===== src/hdl/gfg_pkg.sv =====
// ----------------------------------------------------------------------------
// gfg_pkg
// Types and constants of the gyro and flex gesture classifier
// ----------------------------------------------------------------------------
package gfg_pkg;

    // apb address width: six registers at 4-byte spacing
    localparam int AddrWidth = 5;
    localparam int DataWidth = 32;

    // register map, index = byte address / 4
    typedef enum logic [2:0] {
        REG_OFFSET_X         = 3'd0,
        REG_OFFSET_Y         = 3'd1,
        REG_OFFSET_Z         = 3'd2,
        REG_COOLDOWN_MS      = 3'd3,
        REG_ROTATE_THRESHOLD = 3'd4,
        REG_DEAD_ZONE        = 3'd5
    } reg_idx_t;

    // gesture codes, equal to the track number
    typedef enum logic [2:0] {
        GEST_NONE     = 3'd0,
        GEST_INDEX    = 3'd1,
        GEST_THUMB    = 3'd2,
        GEST_PINKY    = 3'd3,
        GEST_TURN_POS = 3'd4,
        GEST_TURN_NEG = 3'd5
    } gesture_t;

    // register reset values
    localparam logic [15:0] CooldownReset  = 16'd1000;
    localparam logic [22:0] RotateReset    = 23'd670720;
    localparam logic [22:0] DeadZoneReset  = 23'd16768;

    // flex windows, inclusive
    localparam logic [11:0] IndexLo = 12'd1390;
    localparam logic [11:0] IndexHi = 12'd1430;
    localparam logic [11:0] ThumbLo = 12'd1400;
    localparam logic [11:0] ThumbHi = 12'd1450;
    localparam logic [11:0] PinkyLo = 12'd1720;
    localparam logic [11:0] PinkyHi = 12'd1780;

    // low-pass weights, alpha = 205/256
    localparam logic signed [33:0] KeepWeight = 34'sd205;
    localparam logic signed [33:0] NewWeight  = 34'sd51;

    // saturation bounds of a 24-bit rate, held at 26 bits
    localparam logic signed [25:0] RateMax = 26'sd8388607;
    localparam logic signed [25:0] RateMin = -26'sd8388608;

    typedef struct packed {
        logic signed [15:0] offset_x;
        logic signed [15:0] offset_y;
        logic signed [15:0] offset_z;
        logic        [15:0] cooldown_ms;
        logic        [22:0] rotate_threshold;
        logic        [22:0] dead_zone;
    } cfg_t;

    typedef struct packed {
        logic signed [15:0] gyro_raw_x;
        logic signed [15:0] gyro_raw_y;
        logic signed [15:0] gyro_raw_z;
        logic        [11:0] thumb_level;
        logic        [11:0] index_level;
        logic        [11:0] pinky_level;
        logic        [31:0] now_ms;
    } in_item_t;

    typedef struct packed {
        logic signed [23:0] rate_x;
        logic signed [23:0] rate_y;
        logic signed [23:0] rate_z;
        logic               play;
        logic        [2:0]  track;
    } out_item_t;

endpackage


===== src/hdl/gfg_if.sv =====
// ----------------------------------------------------------------------------
// gfg_in_if / gfg_out_if
// Valid/ready channels for sensor samples and classifier results
// ----------------------------------------------------------------------------
interface gfg_in_if;
    import gfg_pkg::*;

    logic     valid;
    logic     ready;
    in_item_t data;

    modport source (output valid, output data, input ready);
    modport sink   (input valid, input data, output ready);
endinterface

interface gfg_out_if;
    import gfg_pkg::*;

    logic      valid;
    logic      ready;
    out_item_t data;

    modport source (output valid, output data, input ready);
    modport sink   (input valid, input data, output ready);
endinterface


===== src/hdl/gfg_apb_regs.sv =====
// ----------------------------------------------------------------------------
// gfg_apb_regs
// APB register file holding offsets, cooldown and thresholds
// ----------------------------------------------------------------------------
module gfg_apb_regs (
    input  logic                           clk,
    input  logic                           rst_n,
    input  logic                           psel,
    input  logic                           penable,
    input  logic                           pwrite,
    input  logic [gfg_pkg::AddrWidth-1:0]  paddr,
    input  logic [gfg_pkg::DataWidth-1:0]  pwdata,
    output logic [gfg_pkg::DataWidth-1:0]  prdata,
    output gfg_pkg::cfg_t                  cfg
);
    import gfg_pkg::*;

    cfg_t     cfg_reg;
    cfg_t     cfg_next;
    reg_idx_t reg_idx;
    logic     wr_en;

    assign reg_idx = reg_idx_t'(paddr[AddrWidth-1:2]);
    assign wr_en   = psel & penable & pwrite;

    // register write decode
    always_comb
    begin
        cfg_next = cfg_reg;
        if (wr_en)
        begin
            unique case (reg_idx)
                REG_OFFSET_X:         cfg_next.offset_x         = pwdata[15:0];
                REG_OFFSET_Y:         cfg_next.offset_y         = pwdata[15:0];
                REG_OFFSET_Z:         cfg_next.offset_z         = pwdata[15:0];
                REG_COOLDOWN_MS:      cfg_next.cooldown_ms      = pwdata[15:0];
                REG_ROTATE_THRESHOLD: cfg_next.rotate_threshold = pwdata[22:0];
                REG_DEAD_ZONE:        cfg_next.dead_zone        = pwdata[22:0];
                default:              cfg_next = cfg_reg;
            endcase
        end
    end

    always_ff @(posedge clk or negedge rst_n)
    begin
        if (!rst_n)
        begin
            cfg_reg.offset_x         <= '0;
            cfg_reg.offset_y         <= '0;
            cfg_reg.offset_z         <= '0;
            cfg_reg.cooldown_ms      <= CooldownReset;
            cfg_reg.rotate_threshold <= RotateReset;
            cfg_reg.dead_zone        <= DeadZoneReset;
        end
        else
        begin
            cfg_reg <= cfg_next;
        end
    end

    // read mux, zero-extended
    always_comb
    begin
        unique case (reg_idx)
            REG_OFFSET_X:         prdata = {16'd0, cfg_reg.offset_x};
            REG_OFFSET_Y:         prdata = {16'd0, cfg_reg.offset_y};
            REG_OFFSET_Z:         prdata = {16'd0, cfg_reg.offset_z};
            REG_COOLDOWN_MS:      prdata = {16'd0, cfg_reg.cooldown_ms};
            REG_ROTATE_THRESHOLD: prdata = {9'd0, cfg_reg.rotate_threshold};
            REG_DEAD_ZONE:        prdata = {9'd0, cfg_reg.dead_zone};
            default:              prdata = '0;
        endcase
    end

    assign cfg = cfg_reg;

endmodule


===== src/hdl/gfg_filter.sv =====
// ----------------------------------------------------------------------------
// gfg_filter
// One gyro axis: offset removal, first-order low-pass, saturation, dead zone
// ----------------------------------------------------------------------------
module gfg_filter (
    input  logic               clk,
    input  logic               rst_n,
    input  logic               update,
    input  logic signed [15:0] raw,
    input  logic signed [15:0] offset,
    input  logic        [22:0] dead_zone,
    output logic signed [23:0] rate
);
    import gfg_pkg::*;

    logic signed [23:0] filt_reg;
    logic signed [23:0] filt_next;
    logic signed [15:0] diff;
    logic signed [33:0] old_ext;
    logic signed [33:0] new_ext;
    logic signed [33:0] acc;
    logic signed [25:0] shifted;
    logic signed [23:0] sat;
    logic        [24:0] mag;

    // offset removal wraps to 16 bits
    assign diff = raw - offset;

    // weighted sum, then floor divide by 256
    assign old_ext = {{10{filt_reg[23]}}, filt_reg};
    assign new_ext = {{10{diff[15]}}, diff, 8'd0};
    assign acc     = KeepWeight * old_ext + NewWeight * new_ext;
    assign shifted = acc[33:8];

    // clamp to the 24-bit rate range
    always_comb
    begin
        priority if (shifted > RateMax)
            sat = 24'sh7FFFFF;
        else if (shifted < RateMin)
            sat = 24'sh800000;
        else
            sat = shifted[23:0];
    end

    // dead zone on the magnitude
    assign mag       = sat[23] ? 25'(-{sat[23], sat}) : {1'b0, sat};
    assign filt_next = (mag < {2'b00, dead_zone}) ? '0 : sat;
    assign rate      = filt_next;

    always_ff @(posedge clk or negedge rst_n)
    begin
        if (!rst_n)
        begin
            filt_reg <= '0;
        end
        else if (update)
        begin
            filt_reg <= filt_next;
        end
    end

endmodule


===== src/hdl/gfg_gesture.sv =====
// ----------------------------------------------------------------------------
// gfg_gesture
// Flex and wrist-turn classifier with cooldown and repeat suppression
// ----------------------------------------------------------------------------
module gfg_gesture (
    input  logic               clk,
    input  logic               rst_n,
    input  logic               update,
    input  logic        [11:0] thumb_level,
    input  logic        [11:0] index_level,
    input  logic        [11:0] pinky_level,
    input  logic        [31:0] now_ms,
    input  logic signed [23:0] rate_z,
    input  logic        [15:0] cooldown_ms,
    input  logic        [22:0] rotate_threshold,
    output logic               play,
    output logic        [2:0]  track
);
    import gfg_pkg::*;

    gesture_t           active_reg;
    gesture_t           active_next;
    logic        [31:0] trigger_time_reg;
    logic        [31:0] trigger_time_next;
    logic        [31:0] elapsed;
    logic               armed;
    logic signed [24:0] z_ext;
    logic signed [24:0] rot_pos;
    logic signed [24:0] rot_neg;
    gesture_t           gest;

    function automatic logic z_sign(input logic signed [23:0] v);
        return v[23];
    endfunction

    assign elapsed = now_ms - trigger_time_reg;
    assign armed   = elapsed > {16'd0, cooldown_ms};
    assign z_ext   = {z_sign(rate_z), rate_z};
    assign rot_pos = {2'b00, rotate_threshold};
    assign rot_neg = -rot_pos;

    // fixed-priority gesture pick
    always_comb
    begin
        priority if (index_level >= IndexLo && index_level <= IndexHi)
            gest = GEST_INDEX;
        else if (thumb_level >= ThumbLo && thumb_level <= ThumbHi)
            gest = GEST_THUMB;
        else if (z_ext > rot_pos)
            gest = GEST_TURN_POS;
        else if (z_ext < rot_neg)
            gest = GEST_TURN_NEG;
        else if (pinky_level >= PinkyLo && pinky_level <= PinkyHi)
            gest = GEST_PINKY;
        else
            gest = GEST_NONE;
    end

    // trigger and state update
    always_comb
    begin
        active_next       = active_reg;
        trigger_time_next = trigger_time_reg;
        play              = 1'b0;
        track             = GEST_NONE;
        if (armed)
        begin
            if (gest != GEST_NONE && gest != active_reg)
            begin
                active_next       = gest;
                trigger_time_next = now_ms;
                play              = 1'b1;
                track             = gest;
            end
            else if (gest == GEST_NONE)
            begin
                active_next = GEST_NONE;
            end
        end
    end

    always_ff @(posedge clk or negedge rst_n)
    begin
        if (!rst_n)
        begin
            active_reg       <= GEST_NONE;
            trigger_time_reg <= '0;
        end
        else if (update)
        begin
            active_reg       <= active_next;
            trigger_time_reg <= trigger_time_next;
        end
    end

endmodule


===== src/hdl/gyro_flex_gesture_classifier.sv =====
// ----------------------------------------------------------------------------
// gyro_flex_gesture_classifier
// Gyro low-pass with dead zone and flex/turn gesture trigger, one result
// per sample
// ----------------------------------------------------------------------------
//  channel  | role        | transfer
//  ---------+-------------+------------------------------------------------
//  sample   | sink        | gyro x/y/z, thumb/index/pinky levels, now_ms
//  result   | source      | rate x/y/z, play, track
//  apb      | completer   | offsets, cooldown, rotate threshold, dead zone
//
//  a sample lands in the input register, is processed from there and is
//  loaded into the result register
//  one sample per cycle sustained unless the result stalls; filter and
//  gesture state update in the same cycle that the result register loads
//  a stalled result holds the result register; the input register takes
//  the next sample whenever its content moves on in that cycle
//  rst_n clears both valid flags, filter state, gesture state and APB registers
// ----------------------------------------------------------------------------
module gyro_flex_gesture_classifier (
    input  logic                           clk,
    input  logic                           rst_n,
    gfg_in_if.sink                         sample,
    gfg_out_if.source                      result,
    input  logic                           psel,
    input  logic                           penable,
    input  logic                           pwrite,
    input  logic [gfg_pkg::AddrWidth-1:0]  paddr,
    input  logic [gfg_pkg::DataWidth-1:0]  pwdata,
    output logic [gfg_pkg::DataWidth-1:0]  prdata,
    output logic                           pready
);
    import gfg_pkg::*;

    cfg_t      cfg;
    in_item_t  in_item_reg;
    logic      in_valid_reg;
    logic      in_valid_next;
    out_item_t out_item_reg;
    out_item_t out_item_next;
    logic      out_valid_reg;
    logic      out_valid_next;
    logic      advance;
    logic      take;

    assign pready = 1'b1;

    gfg_apb_regs u_regs (
        .clk     (clk),
        .rst_n   (rst_n),
        .psel    (psel),
        .penable (penable),
        .pwrite  (pwrite),
        .paddr   (paddr),
        .pwdata  (pwdata),
        .prdata  (prdata),
        .cfg     (cfg)
    );

    // handshake: item moves on when the result register is empty or being taken
    assign advance      = in_valid_reg && (!out_valid_reg || result.ready);
    assign sample.ready = !in_valid_reg || advance;
    assign take         = sample.valid && sample.ready;

    // per-axis filters
    gfg_filter u_filt_x (
        .clk       (clk),
        .rst_n     (rst_n),
        .update    (advance),
        .raw       (in_item_reg.gyro_raw_x),
        .offset    (cfg.offset_x),
        .dead_zone (cfg.dead_zone),
        .rate      (out_item_next.rate_x)
    );

    gfg_filter u_filt_y (
        .clk       (clk),
        .rst_n     (rst_n),
        .update    (advance),
        .raw       (in_item_reg.gyro_raw_y),
        .offset    (cfg.offset_y),
        .dead_zone (cfg.dead_zone),
        .rate      (out_item_next.rate_y)
    );

    gfg_filter u_filt_z (
        .clk       (clk),
        .rst_n     (rst_n),
        .update    (advance),
        .raw       (in_item_reg.gyro_raw_z),
        .offset    (cfg.offset_z),
        .dead_zone (cfg.dead_zone),
        .rate      (out_item_next.rate_z)
    );

    gfg_gesture u_gesture (
        .clk              (clk),
        .rst_n            (rst_n),
        .update           (advance),
        .thumb_level      (in_item_reg.thumb_level),
        .index_level      (in_item_reg.index_level),
        .pinky_level      (in_item_reg.pinky_level),
        .now_ms           (in_item_reg.now_ms),
        .rate_z           (out_item_next.rate_z),
        .cooldown_ms      (cfg.cooldown_ms),
        .rotate_threshold (cfg.rotate_threshold),
        .play             (out_item_next.play),
        .track            (out_item_next.track)
    );

    // valid flags
    always_comb
    begin
        in_valid_next = in_valid_reg;
        if (take)
            in_valid_next = 1'b1;
        else if (advance)
            in_valid_next = 1'b0;

        out_valid_next = out_valid_reg;
        if (advance)
            out_valid_next = 1'b1;
        else if (result.ready)
            out_valid_next = 1'b0;
    end

    always_ff @(posedge clk or negedge rst_n)
    begin
        if (!rst_n)
        begin
            in_valid_reg  <= 1'b0;
            out_valid_reg <= 1'b0;
        end
        else
        begin
            in_valid_reg  <= in_valid_next;
            out_valid_reg <= out_valid_next;
        end
    end

    // payload registers
    always_ff @(posedge clk)
    begin
        if (take)
            in_item_reg <= sample.data;
        if (advance)
            out_item_reg <= out_item_next;
    end

    assign result.valid = out_valid_reg;
    assign result.data  = out_item_reg;

endmodule


===== src/flat_wrapper.sv =====
// flat-port wrapper written by rule: the top's interface ports become plain ports
module gyro_flex_gesture_classifier_flat import gfg_pkg::*;
  (clk, rst_n, psel, penable, pwrite, paddr, pwdata, prdata, pready, sample_valid, sample_data, sample_ready, result_valid, result_data, result_ready);
  gfg_in_if sample_i ();
  gfg_out_if result_i ();
  input  logic clk;
  input  logic rst_n;
  input  logic psel;
  input  logic penable;
  input  logic pwrite;
  input  logic [gfg_pkg::AddrWidth-1:0] paddr;
  input  logic [gfg_pkg::DataWidth-1:0] pwdata;
  output logic [gfg_pkg::DataWidth-1:0] prdata;
  output logic pready;
  input wire logic [$bits(sample_i.valid)-1:0] sample_valid;
  input wire logic [$bits(sample_i.data)-1:0] sample_data;
  output wire logic [$bits(sample_i.ready)-1:0] sample_ready;
  output wire logic [$bits(result_i.valid)-1:0] result_valid;
  output wire logic [$bits(result_i.data)-1:0] result_data;
  input wire logic [$bits(result_i.ready)-1:0] result_ready;
  assign sample_i.valid = sample_valid;
  assign sample_i.data = sample_data;
  assign sample_ready = sample_i.ready;
  assign result_valid = result_i.valid;
  assign result_data = result_i.data;
  assign result_i.ready = result_ready;
  gyro_flex_gesture_classifier u_core (.clk(clk), .rst_n(rst_n), .sample(sample_i), .result(result_i), .psel(psel), .penable(penable), .pwrite(pwrite), .paddr(paddr), .pwdata(pwdata), .prdata(prdata), .pready(pready));
endmodule

===== config.mk =====
export PLATFORM = sky130hd
export DESIGN_NAME = gyro_flex_gesture_classifier_flat
export DESIGN_NICKNAME = d
export VERILOG_FILES = /design/src/hdl/gfg_pkg.sv /design/src/hdl/gfg_if.sv /design/src/hdl/gfg_apb_regs.sv /design/src/hdl/gfg_filter.sv /design/src/hdl/gfg_gesture.sv /design/src/hdl/gyro_flex_gesture_classifier.sv /design/src/flat_wrapper.sv
export SDC_FILE = /design/constraint.sdc
export NUM_CORES = 2
export LEC_CHECK = 0
export BUFFER_PORTS_ARGS = -buffer_cell sky130_fd_sc_hd__buf_2
export CAP_MARGIN = 10
export CORE_MARGIN = 2
export CORE_UTILIZATION = 40
export CTS_CLUSTER_DIAMETER = 120
export DETAILED_ROUTE_END_ITERATION = 16
export PLACE_DENSITY = 0.54
export SLEW_MARGIN = 20
export SYNTH_ARGS = -nofsm -noshare
export SYNTH_HDL_FRONTEND = slang
export SYNTH_SLANG_ARGS = --single-unit

===== constraint.sdc =====
create_clock -name clk -period 21.7 [get_ports clk]
set_input_delay 0 -clock clk [delete_from_list [all_inputs] [get_ports clk]]
set_output_delay 0 -clock clk [all_outputs]
set_load 0.02 [all_outputs]

## Word level (Yosys, flattened, before mapping)

Index checks and enable logic that the tools add are counted.

| operators by class | value |
|---|---|
| order comparisons | 18 |
| multipliers | 6 |
| multiplexer cells | 25 |
| bitwise operators | 2 |
| eq/ne operators | 6 |
| add/sub/neg operators | 11 |
| reductions and logical operators | 25 |

Operators with widths:

| operator | count |
|---|---|
| $mux W24 | 9 |
| $pmux W23 S6 | 1 |
| $add A33 B31 Y34 | 3 |
| $mul A9 B24 Y33 const A | 3 |
| $gt A26 B24 Y1 const B | 3 |
| $lt A26 B24 Y1 const B | 3 |
| $lt A25 B23 Y1 | 3 |
| $mux W25 | 3 |
| $neg A25 Y25 | 3 |
| $mul A7 B16 Y23 const A | 3 |
| $sub A16 B16 Y16 | 3 |
| $ge A12 B11 Y1 const B | 3 |
| $le A12 B11 Y1 const B | 3 |
| $gt A32 B16 Y1 | 1 |
| $sub A32 B32 Y32 | 1 |
| $lt A24 B25 Y1 | 1 |
| $neg A23 Y25 | 1 |
| $gt A24 B24 Y1 | 1 |
| $mux W3 | 6 |
| $reduce_and A2 Y1 | 7 |
| $eq A3 B2 Y1 const B | 2 |
| $eq A3 B3 Y1 const B | 2 |
| $logic_and A1 B1 Y1 | 6 |
| $logic_not A3 Y1 | 2 |
| other kinds (10) | 20 |

| word-level totals | value |
|---|---|
| bits of input ports | 160 |
| word-level logic and storage cells | 118 |
| output and inout bits | 111 |
| flip-flop bits (word level) | 411 |

## Longest topological paths before layout

| logic depth | value |
|---|---|
| depth in word-level cells | 19 |
| mapped depth | 81 |
| depth with buffers taken out | 77 |

## By module

A second synthesis with hierarchy kept.

| unflattened totals | value |
|---|---|
| cells, all modules | 5195 |
| area, all modules | 49190.9 um^2 |

By module, submodules not included:

| module | instances | area an instance (um^2) | cells an instance | seq. area each (um^2) |
|---|---|---|---|---|
| gfg_filter (u_core.u_filt_y) | 1 | 11024.3 | 1342 | 600.6 |
| gfg_filter (u_core.u_filt_z) | 1 | 10910.5 | 1312 | 600.6 |
| gfg_filter (u_core.u_filt_x) | 1 | 10542.6 | 1273 | 600.6 |
| gyro_flex_gesture_classifier | 1 | 5880.6 | 202 | 5815.6 |
| gfg_gesture | 1 | 5612.9 | 687 | 875.8 |
| gfg_apb_regs | 1 | 5220.0 | 379 | 2771.4 |

## Worst setup path before layout

Ideal clock, no wire load.

| timing | value |
|---|---|
| path kind | register to register |
| start | register u_core.in_item_reg[68] (netlist name) |
| end | register u_core.u_gesture.trigger_time_reg[0] |
| setup time | 0.125 ns |
| buffers on the path | 5 |
| data required time | 21.575 ns |
| stages on the path, launching flop included | 80 |
| clock period less this slack | 16.654 ns |
| arrival time | 16.529 ns |
| setup slack | 5.046 ns |
| cells stage by stage | edfxtp_1 -> inv_1 -> ha_1 -> inv_1 -> fa_1 -> a21o_1 -> a21oi_1 -> o21bai_1 -> a21oi_1 -> o21bai_1 -> a21oi_1 -> o21bai_1 -> a21oi_1 -> o21bai_1 -> a21oi_1 -> nor2_1 -> a311oi_1 -> inv_1 -> [44 not listed] -> clkbuf_1 -> nor2_1 -> ha_1 -> nor2b_1 -> o21a_1 -> o21a_1 -> o21a_1 -> o21a_1 -> o21ai_0 -> o211ai_1 -> nand2_1 -> a32oi_1 -> a211oi_1 -> a21oi_1 -> o32ai_4 -> nand3b_4 -> buf_6 -> mux2_4 |

RTL lines:

| what | RTL line | text |
|---|---|---|
| from (decl) | gyro_flex_gesture_classifier.sv:36 | `in_item_t in_item_reg;` |
| from (signal assigned) | gyro_flex_gesture_classifier.sv:145 | `in_item_reg <= sample.data;` |
| to (signal assigned) | gfg_gesture.sv:92 | `trigger_time_reg <= trigger_time_next;` |
| to (decl) | gfg_gesture.sv:23 | `logic [31:0] trigger_time_reg;` |

==> results.py <==
metrics = {
    "critical_path": {
        "path_class": "reg2reg",
        "reg2reg_from": "u_core.in_item_reg[68]$_DFFE_PP_",
        "crit_top_cell": "a21oi_1",
        "crit_arrival_ns": 20.51,
        "critical_path.startpoint_type": "flop",
        "critPathSlowestCell": "a2111oi_1",
        "startpoint": "u_core.in_item_reg[68]$_DFFE_PP_",
        "critPathCaptureType": "flop",
        "crit_path_max_fanout": 32,
        "cp_top_family": "compound AO/OA/AOI/OAI gates",
        "worstPathRequired_ns": 22.28,
        "crit_path_max_incr_delay_ns": 0.73,
        "critPathBufInv": 10,
    },
    "cells_and_area": {
        "area_growth_syn_to_layout_pct": 15.2,
        "drive_gt1_share_pct": 8.90,
        "layoutNonFillerInstCount": 7185,
        "largest_register_ffs": 116,
        "fin_nets": 6814,
    },
    "place": {
        "hpwl_mm": 111,
        "port_buffers": 249,
        "placedCellCount": 6850,
        "place.gp.congestion": 0.917,
    },
    "yosys": {
        "ys_ff_latch": 411,
        "synth_top_area_share_pct": 18.9,
        "synth_cells": 5156,
        "synthTopCellsByArea": "ha_1 19%, fa_1 14%, edfxtp_1 12%, dfrtp_1 11%, inv_1 8.1%",
        "synthFlopType": "dfrtp_1",
        "yosysWarnings": 0,
        "syn_area_um2": 47000,
        "ys_async_sr_fraction_pct": 53.3,
        "synth-edff-count": 192,
        "synth_seq_area_share_pct": 24.0,
        "syn_avg_cell_area_um2": 9.11,
        "synth_top_area_cell": "ha_1",
        "synth.distinct_cells": 102,
    },
    "sta": {
        "period_share_pct": 91.9,
        "fmax_mhz": 50.2,
        "drv_slew": 0,
        "finalCriticalPeriod_ns": 19.93,
        "tightest_slew_ns": 1.15,
        "rsz0062_at_grt": "no",
        "setup_violations": 0,
        "hold_viol": 0,
        "fin_skew_ns": 0.0761,
        "slew_headroom_pct": 23.3,
        "finalSetupTns_ns": 0,
    },
    "cts": {
        "cts_tree": "yes",
        "post_cts_buffers": 0,
        "cts_made_buffers": 52,
        "path_clk_slew_ns": 0.06,
        "clock_sinks": 411,
        "cts-htree-levels": 2,
        "clock_latency_ns": 0.70,
        "cts-root-buf": "clkbuf_16",
        "clockBufferDepth": 3,
    },
    "die": {
        "die_y_um": 347,
        "die_width_um": 347,
        "rows": 125,
        "core_um2": 116000,
        "die-area_um2": 120000,
        "floorplan.initialDensity_pct": 40.4,
        "ios": 271,
    },
    "drt": {
        "first_iter_violations": 2639,
        "routed_via_density": 5.23,
        "avgRoutedWirePerCell_um": 19.3,
        "postRouteAntennaNets": 0,
        "drcViolationCount": 0,
        "drt-total-wl_mm": 139,
        "via_count": 37562,
        "first_pass_iters": 8,
    },
    "global_routing": {
        "grt_use_total_pct": 23.1,
        "grt_pass1_wl_mm": 216,
        "grt_max_degree": 71,
        "overflow": 0,
        "antenna_found_initial": 16,
        "first_global_vias": 37071,
    },
    "worst_hold_path": {
        "hp-class": "in2reg",
        "worstHoldStart": "sample_data[77]",
    },
    "outcome": {
        "status": "completed",
    },
    "run": {
        "maxCapViolations": 0,
    },
}
worst register-to-register path: cells and delay by family, from the launching register on:
kind	cells	cell delay (ns)
buffers and inverters	10	1.31
xor gates and xnor gates	1	0.16
adders and majority gates	12	4.45
DFF	1	0.35
AOI/OAI and AO/OA	34	8.56
and+or+nand+nor	19	4.39
muxes	1	0.57
per-layer routing:
metal,GRT usage (%),wire (um)
met1,32.8,65300
met2,36.6,61700
met3,3.42,7690
met4,6.22,4020
met5,0,86
placed cells by master (no fill, tap or decap), drive strengths merged, types with 68 or more instances in the layout:
| cell type | netlist | routed |
|---|---|---|
| a21o | 116 | 116 |
| a21oi | 283 | 283 |
| buf | 21 | 284 |
| clkbuf | 100 | 68 |
| dfrtp | 204 | 204 |
| dlygate4sd3 | 0 | 229 |
| edfxtp | 192 | 192 |
| fa | 334 | 334 |
| ha | 710 | 710 |
| inv | 1019 | 1022 |
| nand2 | 355 | 355 |
| nor2 | 278 | 278 |
| o21ai | 315 | 315 |
| xnor2 | 194 | 194 |
| xor2 | 94 | 94 |
metrics by stage:
step                setup WS, ns  hold WS [ns]  util (%)  area (um^2)
global route               0.266        0.0231      46.5        54100
CTS                         1.59       0.00189      46.5        54100
floorplan                   5.05        -0.296         -        47000
finish                      1.77        0.0398      46.5        54100
global placement            2.04         0.127      42.9        50000
detailed placement          1.66         0.135      42.9        50000
cell families after synthesis:
group / Yosys count / synth area share, %
DFF: 411 / 24.0
AOI/OAI and AO/OA: 1132 / 15.3
other: 2 / 0.0160
adders and majority gates: 1044 / 33.2
muxes: 76 / 2.02
xor gates and xnor gates: 288 / 5.37
buffers and inverters: 1143 / 9.27
and+or+nand+nor: 1060 / 10.8
cell usage after synthesis (10+ instances only):
cell / n
xnor2_1: 194
or3_1: 23
nor2b_1: 35
fa_1: 334
clkbuf_1: 100
buf_4: 10
a22oi_1: 15
nor3_1: 62
and3_1: 26
o221ai_1: 20
and2_1: 34
o21ai_0: 304
xor2_1: 94
o21ai_1: 10
a21o_1: 116
a221oi_1: 20
o21bai_1: 22
mux2i_1: 16
edfxtp_1: 192
nand2_1: 355
o22ai_1: 32
a211oi_1: 20
o31ai_1: 56
dfstp_2: 15
ha_1: 710
o21a_1: 35
dfrtp_1: 204
nor4_1: 26
nand2b_1: 41
nand4_1: 40
a21oi_1: 282
a31oi_1: 31
nand3_1: 60
or2_2: 15
inv_1: 1018
mux2_4: 30
a21boi_0: 20
mux2_2: 28
a211o_1: 13
o211ai_1: 31
nor2_1: 278
what timing repair did:
action | in CTS | in global routing
endpoints found under the hold margin | 338 | 0
hold buffers | 230 | 0
resized for setup | 0 | 2
endpoints found under the setup margin | 0 | 32
cell type report:
type                       count  area [um^2]
sequential                   411        11300
clock inverter                30          362
tap                         1524         1910
antenna                        7         17.5
fill                       11400        62200
timing repair buffer         513         3830
multi-input combinational   3610        31400
clock buffer                  68         1450
inverter                    1022         3840
final timing paths:
kind	to	slack, ns	cells after the start
setup / recovery	u_core.u_gesture.trigger_time_reg[9]$_DFFE_PN0P_	1.77	77
setup reg to reg	u_core.u_gesture.trigger_time_reg[9]$_DFFE_PN0P_	1.77	77
hold / removal	u_core.in_item_reg[77]$_DFFE_PP_	0.04	2
max in group asynchronous	u_core.u_regs.cfg[41]$_DFFE_PN0P_	19.83	4
hold reg to reg	u_core.u_gesture.trigger_time_reg[9]$_DFFE_PN0P_	0.49	1
min in group asynchronous	u_core.result.valid$_DFFE_PN0P_	0.44	3
Power is not shown: default switching activity piles up to over one toggle a cycle in this logic, so the estimate is an artifact.
